[src/design/bbsf_pkg.sv]
// Shared types and constants for the bounded byte stream FIFO.
// Used by the controller, the top level and the checker; depends on nothing else.
`timescale 1ns / 1ps

package bbsf_pkg;

    // Ring size and the widths that follow from it.
    localparam int DEPTH  = 4096;
    localparam int ADDR_W = $clog2(DEPTH);
    localparam int CNT_W  = $clog2(DEPTH + 1);

    // Fixed widths of the port fields.
    localparam int KIND_W   = 3;
    localparam int BYTE_W   = 8;
    localparam int AMOUNT_W = 13;
    localparam int OFFSET_W = 12;
    localparam int CAP_W    = 13;
    localparam int COUNT_W  = 13;
    localparam int TOTAL_W  = 64;

    // Width wide enough to compare any count field against the fill.
    localparam int CMP_W = (CNT_W > AMOUNT_W) ? CNT_W : AMOUNT_W;

    typedef enum logic [KIND_W-1:0] {
        KIND_WRITE  = KIND_W'(0),
        KIND_READ   = KIND_W'(1),
        KIND_PEEK   = KIND_W'(2),
        KIND_POP    = KIND_W'(3),
        KIND_END    = KIND_W'(4),
        KIND_STATUS = KIND_W'(5)
    } t_kind;

    // Ring memory request issued when an item is accepted.
    typedef struct packed {
        logic              we;
        logic [ADDR_W-1:0] waddr;
        logic [BYTE_W-1:0] wdata;
        logic              re;
        logic [ADDR_W-1:0] raddr;
    } t_ram_req;

    // Result of one beat, all but the byte that comes back from the ring.
    typedef struct packed {
        logic               use_data;
        logic               done;
        logic [COUNT_W-1:0] removed;
        logic [COUNT_W-1:0] buffered;
        logic [COUNT_W-1:0] free;
        logic [TOTAL_W-1:0] total_written;
        logic [TOTAL_W-1:0] total_read;
        logic               closed;
        logic               eos;
    } t_result;

endpackage

[src/design/bbsf_ctrl.sv]
// Pointer and counter unit: head, tail, fill, totals, closed flag and capacity.
// Decodes each beat, updates the state and issues the ring memory request.
// Depends on bbsf_pkg.
`timescale 1ns / 1ps

module bbsf_ctrl (
    input  logic                            i_clk,
    input  logic                            i_rst_n,
    input  logic                            i_cfg_we,
    input  logic [bbsf_pkg::CAP_W-1:0]      i_cfg_wdata,
    input  logic                            i_take,
    input  logic [bbsf_pkg::KIND_W-1:0]     i_kind,
    input  logic [bbsf_pkg::BYTE_W-1:0]     i_byte_value,
    input  logic [bbsf_pkg::AMOUNT_W-1:0]   i_amount,
    input  logic [bbsf_pkg::OFFSET_W-1:0]   i_offset,
    output bbsf_pkg::t_ram_req              o_ram,
    output bbsf_pkg::t_result               o_res
);

    logic [bbsf_pkg::CNT_W-1:0]   r_cap;
    logic [bbsf_pkg::ADDR_W-1:0]  r_head, n_head;
    logic [bbsf_pkg::ADDR_W-1:0]  r_tail, n_tail;
    logic [bbsf_pkg::CNT_W-1:0]   r_fill, n_fill;
    logic [bbsf_pkg::TOTAL_W-1:0] r_total_written, n_total_written;
    logic [bbsf_pkg::TOTAL_W-1:0] r_total_read, n_total_read;
    logic                         r_closed, n_closed;

    bbsf_pkg::t_kind              kind;
    logic [bbsf_pkg::CMP_W-1:0]   fill_cmp;
    logic [bbsf_pkg::CNT_W-1:0]   clip;
    logic [bbsf_pkg::CNT_W-1:0]   cap_eff;
    bbsf_pkg::t_ram_req           ram;
    bbsf_pkg::t_result            res;

    // Advance a pointer around a ring of cap entries; inc never exceeds cap.
    function automatic logic [bbsf_pkg::ADDR_W-1:0] wrap_add(
        input logic [bbsf_pkg::ADDR_W-1:0] ptr,
        input logic [bbsf_pkg::CNT_W-1:0]  inc,
        input logic [bbsf_pkg::CNT_W-1:0]  cap
    );
        logic [bbsf_pkg::CNT_W:0] sum;
        sum = (bbsf_pkg::CNT_W + 1)'(ptr) + (bbsf_pkg::CNT_W + 1)'(inc);
        if (sum >= (bbsf_pkg::CNT_W + 1)'(cap)) begin
            sum = sum - (bbsf_pkg::CNT_W + 1)'(cap);
        end
        return bbsf_pkg::ADDR_W'(sum);
    endfunction

    // A capacity of zero behaves as one, and anything above the ring as the ring.
    always_comb begin
        if (i_cfg_wdata == '0) begin
            cap_eff = bbsf_pkg::CNT_W'(1);
        end else if (bbsf_pkg::CMP_W'(i_cfg_wdata) > bbsf_pkg::CMP_W'(bbsf_pkg::DEPTH)) begin
            cap_eff = bbsf_pkg::CNT_W'(bbsf_pkg::DEPTH);
        end else begin
            cap_eff = bbsf_pkg::CNT_W'(i_cfg_wdata);
        end
    end

    always_comb begin
        kind     = bbsf_pkg::t_kind'(i_kind);
        fill_cmp = bbsf_pkg::CMP_W'(r_fill);
        clip     = (bbsf_pkg::CMP_W'(i_amount) < fill_cmp) ?
                   bbsf_pkg::CNT_W'(i_amount) : r_fill;

        n_head          = r_head;
        n_tail          = r_tail;
        n_fill          = r_fill;
        n_total_written = r_total_written;
        n_total_read    = r_total_read;
        n_closed        = r_closed;

        ram       = '0;
        ram.waddr = r_tail;
        ram.wdata = i_byte_value;
        ram.raddr = r_head;

        res          = '0;

        case (kind)
            bbsf_pkg::KIND_WRITE: begin
                if (r_fill < r_cap) begin
                    ram.we          = 1'b1;
                    n_tail          = wrap_add(r_tail, bbsf_pkg::CNT_W'(1), r_cap);
                    n_fill          = r_fill + bbsf_pkg::CNT_W'(1);
                    n_total_written = r_total_written + bbsf_pkg::TOTAL_W'(1);
                    res.done        = 1'b1;
                end
            end
            bbsf_pkg::KIND_READ: begin
                if (r_fill != '0) begin
                    ram.re       = 1'b1;
                    n_head       = wrap_add(r_head, bbsf_pkg::CNT_W'(1), r_cap);
                    n_fill       = r_fill - bbsf_pkg::CNT_W'(1);
                    n_total_read = r_total_read + bbsf_pkg::TOTAL_W'(1);
                    res.done     = 1'b1;
                    res.use_data = 1'b1;
                    res.removed  = bbsf_pkg::COUNT_W'(1);
                end
            end
            bbsf_pkg::KIND_PEEK: begin
                if (bbsf_pkg::CMP_W'(i_offset) < fill_cmp) begin
                    ram.re       = 1'b1;
                    ram.raddr    = wrap_add(r_head, bbsf_pkg::CNT_W'(i_offset), r_cap);
                    res.done     = 1'b1;
                    res.use_data = 1'b1;
                end
            end
            bbsf_pkg::KIND_POP: begin
                n_head       = wrap_add(r_head, clip, r_cap);
                n_fill       = r_fill - clip;
                n_total_read = r_total_read + bbsf_pkg::TOTAL_W'(clip);
                res.removed  = bbsf_pkg::COUNT_W'(clip);
            end
            bbsf_pkg::KIND_END: begin
                n_closed = 1'b1;
            end
            default: begin
                // Status and the unused codes only report.
            end
        endcase

        res.buffered      = bbsf_pkg::COUNT_W'(n_fill);
        res.free          = bbsf_pkg::COUNT_W'(r_cap - n_fill);
        res.total_written = n_total_written;
        res.total_read    = n_total_read;
        res.closed        = n_closed;
        res.eos           = n_closed && (n_fill == '0);

        ram.we = ram.we && i_take;
        ram.re = ram.re && i_take;
    end

    always_ff @(posedge i_clk) begin
        if (!i_rst_n) begin
            r_cap           <= bbsf_pkg::CNT_W'(bbsf_pkg::DEPTH);
            r_head          <= '0;
            r_tail          <= '0;
            r_fill          <= '0;
            r_total_written <= '0;
            r_total_read    <= '0;
            r_closed        <= 1'b0;
        end else if (i_cfg_we) begin
            // A new capacity empties the ring; totals and closed are kept.
            r_cap  <= cap_eff;
            r_head <= '0;
            r_tail <= '0;
            r_fill <= '0;
        end else if (i_take) begin
            r_head          <= n_head;
            r_tail          <= n_tail;
            r_fill          <= n_fill;
            r_total_written <= n_total_written;
            r_total_read    <= n_total_read;
            r_closed        <= n_closed;
        end
    end

    assign o_ram = ram;
    assign o_res = res;

endmodule

[config.mk]
export PLATFORM = sky130hd
export DESIGN_NAME = bbsf_ctrl
export DESIGN_NICKNAME = d
export VERILOG_FILES = /design/src/design/bbsf_pkg.sv /design/src/design/bbsf_ctrl.sv
export SDC_FILE = /design/constraint.sdc
export NUM_CORES = 1
export LEC_CHECK = 0
export ABC_AREA = 1
export BUFFER_PORTS_ARGS = -buffer_cell sky130_fd_sc_hd__buf_2
export CAP_MARGIN = 20
export CORE_MARGIN = 4
export CORE_UTILIZATION = 45
export CTS_CLUSTER_SIZE = 20
export DETAILED_ROUTE_END_ITERATION = 8
export RECOVER_POWER = 25
export SETUP_SLACK_MARGIN = 0.2
export SLEW_MARGIN = 25
export SYNTH_ARGS = -nofsm -noshare
export SYNTH_HDL_FRONTEND = slang
export SYNTH_SLANG_ARGS = --single-unit
[constraint.sdc]
create_clock -name i_clk -period 6.3 [get_ports i_clk]
set_input_delay 0.315 -clock i_clk [delete_from_list [all_inputs] [get_ports i_clk]]
set_output_delay 0.315 -clock i_clk [all_outputs]
set_load 0.05 [all_outputs]
==> results.tsv <==
metric	value	unit
sequential-to-total area share from yosys stat	16.7	%
FF/Latch Area	3580	µm²
fin. max-slew vios	191	
grt ovf	0	
Crit Path Max Fanout	13	
YS warnings	0	
RR Endpoint	r_head[3]	
Core Region	46800	µm²
synthesized net count	3794	
most frequent cells in the layout	nand2_1, inv_1, nor2_1	
final hold violation count	0	
initial DRC count	2260	
Setup Crit Path Kind	reg -> out	
Tightest Pin Transition	3.92	ns
Placement Cell Area	23200	µm²
setup slack after placement	0.526	ns
Placed Cells	4364	
cts bufs inserted	17	
IO Count	258	
row count	79	
Die X	226	µm
initial antenna violation count	9	
largest net degree at the start of global routing	91	
Hold Crit Start	i_cfg_wdata[7]	
R2R Path Start	fill_cmp[12]	
Setup crit start	fill_cmp[6]	
#FFs+latches synth	179	
post-layout util	51.1	%
status	complete, but fails checks	
number of global-route vias before repair	23379	
failing checks	max-capacitance violations, max-slew violations	
worst reg2reg setup slack	0.63	ns
Worst Slack Setup Final	0.527	ns
H-tree levels	4	
fmax	173	MHz
depth of the most critical reg-to-reg path	33	
first-pass GRT wire length	134	mm
Max-slew headroom	-161	%
area of the multi-input gates	15100	µm²
Post-Synthesis Cells	3578	
hold path endpoint	r_cap[7]	
crit end category	primary output	
fin crit period	5.77	ns
final setup fails	0	
CP peak stage delay	0.48	ns
Initial Utilization	45.8	%
unrepaired setup endpoints after global routing	false	
final worst path period share	91.6	%
die area	51200	µm²
HP Class	in -> reg	
CP required	5.98	ns
Main synth FF type	dfxtp_1	
number of flops mapped to enable cells by yosys	0	
Yosys cell types	64	
crit path launch type	flop	
mean post-synth cell area	5.99	µm²
WP data arrival	5.46	ns
clock buffer depth	2	
via count	24853	
design area	23900	µm²
Post-Route WL	88.9	mm
number of port buffers	241	
DR pass1 iterations	6	
worst skew pair latency	0.52	ns
hold slack	0.0500	ns
CP most frequent cell	nand2_1	
Setup Skew	0.0190	ns
worst hold path cell count	3	
placer congestion estimate	0.999	
Die Y-Extent	226	µm
drt wl/cell	20.2	µm
commonest non-fill, non-tap cell in the layout	nand2_1	
fill count	5031	
CTS Root Cell	clkbuf_16	
total of max-cap violations	4	
vias per cell	5.64	
Clock Sinks	179	
CTS tree	done	
DP HPWL	70.0	mm
share of layout cells above drive strength 1	12.5	%
Design Power	4.56	mW
Reg clk slew, reported paths	0.08	ns
synthesized area	21400	µm²
Final TNS setup	0	ns
Leakage	12.2	nW
DRC	0	
Area growth syn-to-layout	11.5	%
Synth async-reset ratio	0	%
fin nets	3996	
GRT Total Usage	33.8	%
PwrDens	191	nW/µm²
Max VDD drop	0.262	mV
Layout Cells excl Fill	4404	
Crit-path slowest cell	fa_1	
post-route ant nets	0	
area by class of cell:
class,count,share of cell area (%)
antenna,4,0.0419
clock buffer,18,1.84
clock inverter,14,0.676
inverter,591,9.30
multi-input combinational,2688,63.1
sequential,179,15.0
tap,607,3.18
timing repair buffer,303,6.86
cell families (layout without fill, tap and decap cells):
| family | count (synthesis) | count (layout) | share of synthesized area [%] |
|---|---|---|---|
| DFF | 179 | 179 | 16.7 |
| adders and majority gates | 163 | 163 | 9.84 |
| xor gates and xnor gates | 184 | 184 | 7.52 |
| other | 0 | 4 | 0 |
| muxes | 1 | 1 | 0.0467 |
| AOI/OAI and AO/OA | 634 | 634 | 16.1 |
| and+or+nand+nor | 1705 | 1706 | 36.4 |
| buffers and inverters | 712 | 926 | 13.4 |
where the power goes:
group	total, mW	leakage [nW]	switching, mW	internal, mW
sequential	1.28	1.47	0.0855	1.19
combinational	2.11	10.4	1.53	0.589
clock	1.16	0.289	0.619	0.543
registers in the layout, indices dropped and copies added (netlist names):
register         flops
fill_cmp            13
r_head              12
r_total_written     64
r_tail              12
r_cap               13
r_closed             1
r_total_read        64
worst max-delay path, delay by kind of cell (launching register included):
kind	cells	cell delay (ns)
xor gates and xnor gates	2	0.32
AOI/OAI and AO/OA	4	0.52
adders and majority gates	4	1.45
DFF	1	0.32
buffers and inverters	7	1.02
and+or+nand+nor	13	1.31
what timing repair did:
| action | CTS | global route |
|---|---|---|
| hold buffers | 1 | 0 |
| pin swaps | 0 | 1 |
| resized for setup | 4 | 30 |
| endpoints found under the hold margin | 1 | 0 |
| setup endpoints to repair | 2 | 32 |
| gates cloned | 0 | 1 |
| setup buffers | 0 | 2 |
worst max path at each step:
| stage | endpoint | cells past startpoint |
|---|---|---|
| 2_1_floorplan | o_res[140] | 29 |
| 3_3_place_gp | r_head[4] | 32 |
| 3_5_place_dp | r_head[11] | 32 |
| 4_1_cts | o_res[141] | 30 |
| 5_1_grt | o_res[142] | 32 |
| 6_report | o_res[142] | 30 |
Yosys cell counts (12+ instances only):
cell      count  share of area [%]
o21ai_1      55                1.3
ha_1        154                9.0
nor2_4       16               0.84
xnor2_1      27                1.1
nand2_1     784                 14
nor2_2       25               0.73
dfxtp_1     179                 17
nor2_1      310                5.4
buf_2        44                1.0
nand3_1     311                7.3
a21oi_1     269                6.3
nand3b_1     13               0.46
inv_1       562                9.8
o211ai_1     15               0.53
nor3_2       16               0.75
clkbuf_1     44               0.77
nand4_1      97                2.8
inv_2        28               0.49
nand2_2      16               0.47
nor3_1       65                1.5
o21bai_1     16               0.56
buf_4        17               0.60
xor2_1      157                6.4
a31oi_1      12               0.35
o21ai_0     216                5.0
per-layer routing:
metal  vias up  part of all wire [%]  global-route usage (%)
met1     11529                    42                    43.2
met2      1051                    44                    54.2
li1      12035                     -                       -
met4        12                   5.0                    16.0
met5         -                 0.092                       0
met3       226                   8.4                    7.40
Note: power is estimated with default switching activity, not from simulation.
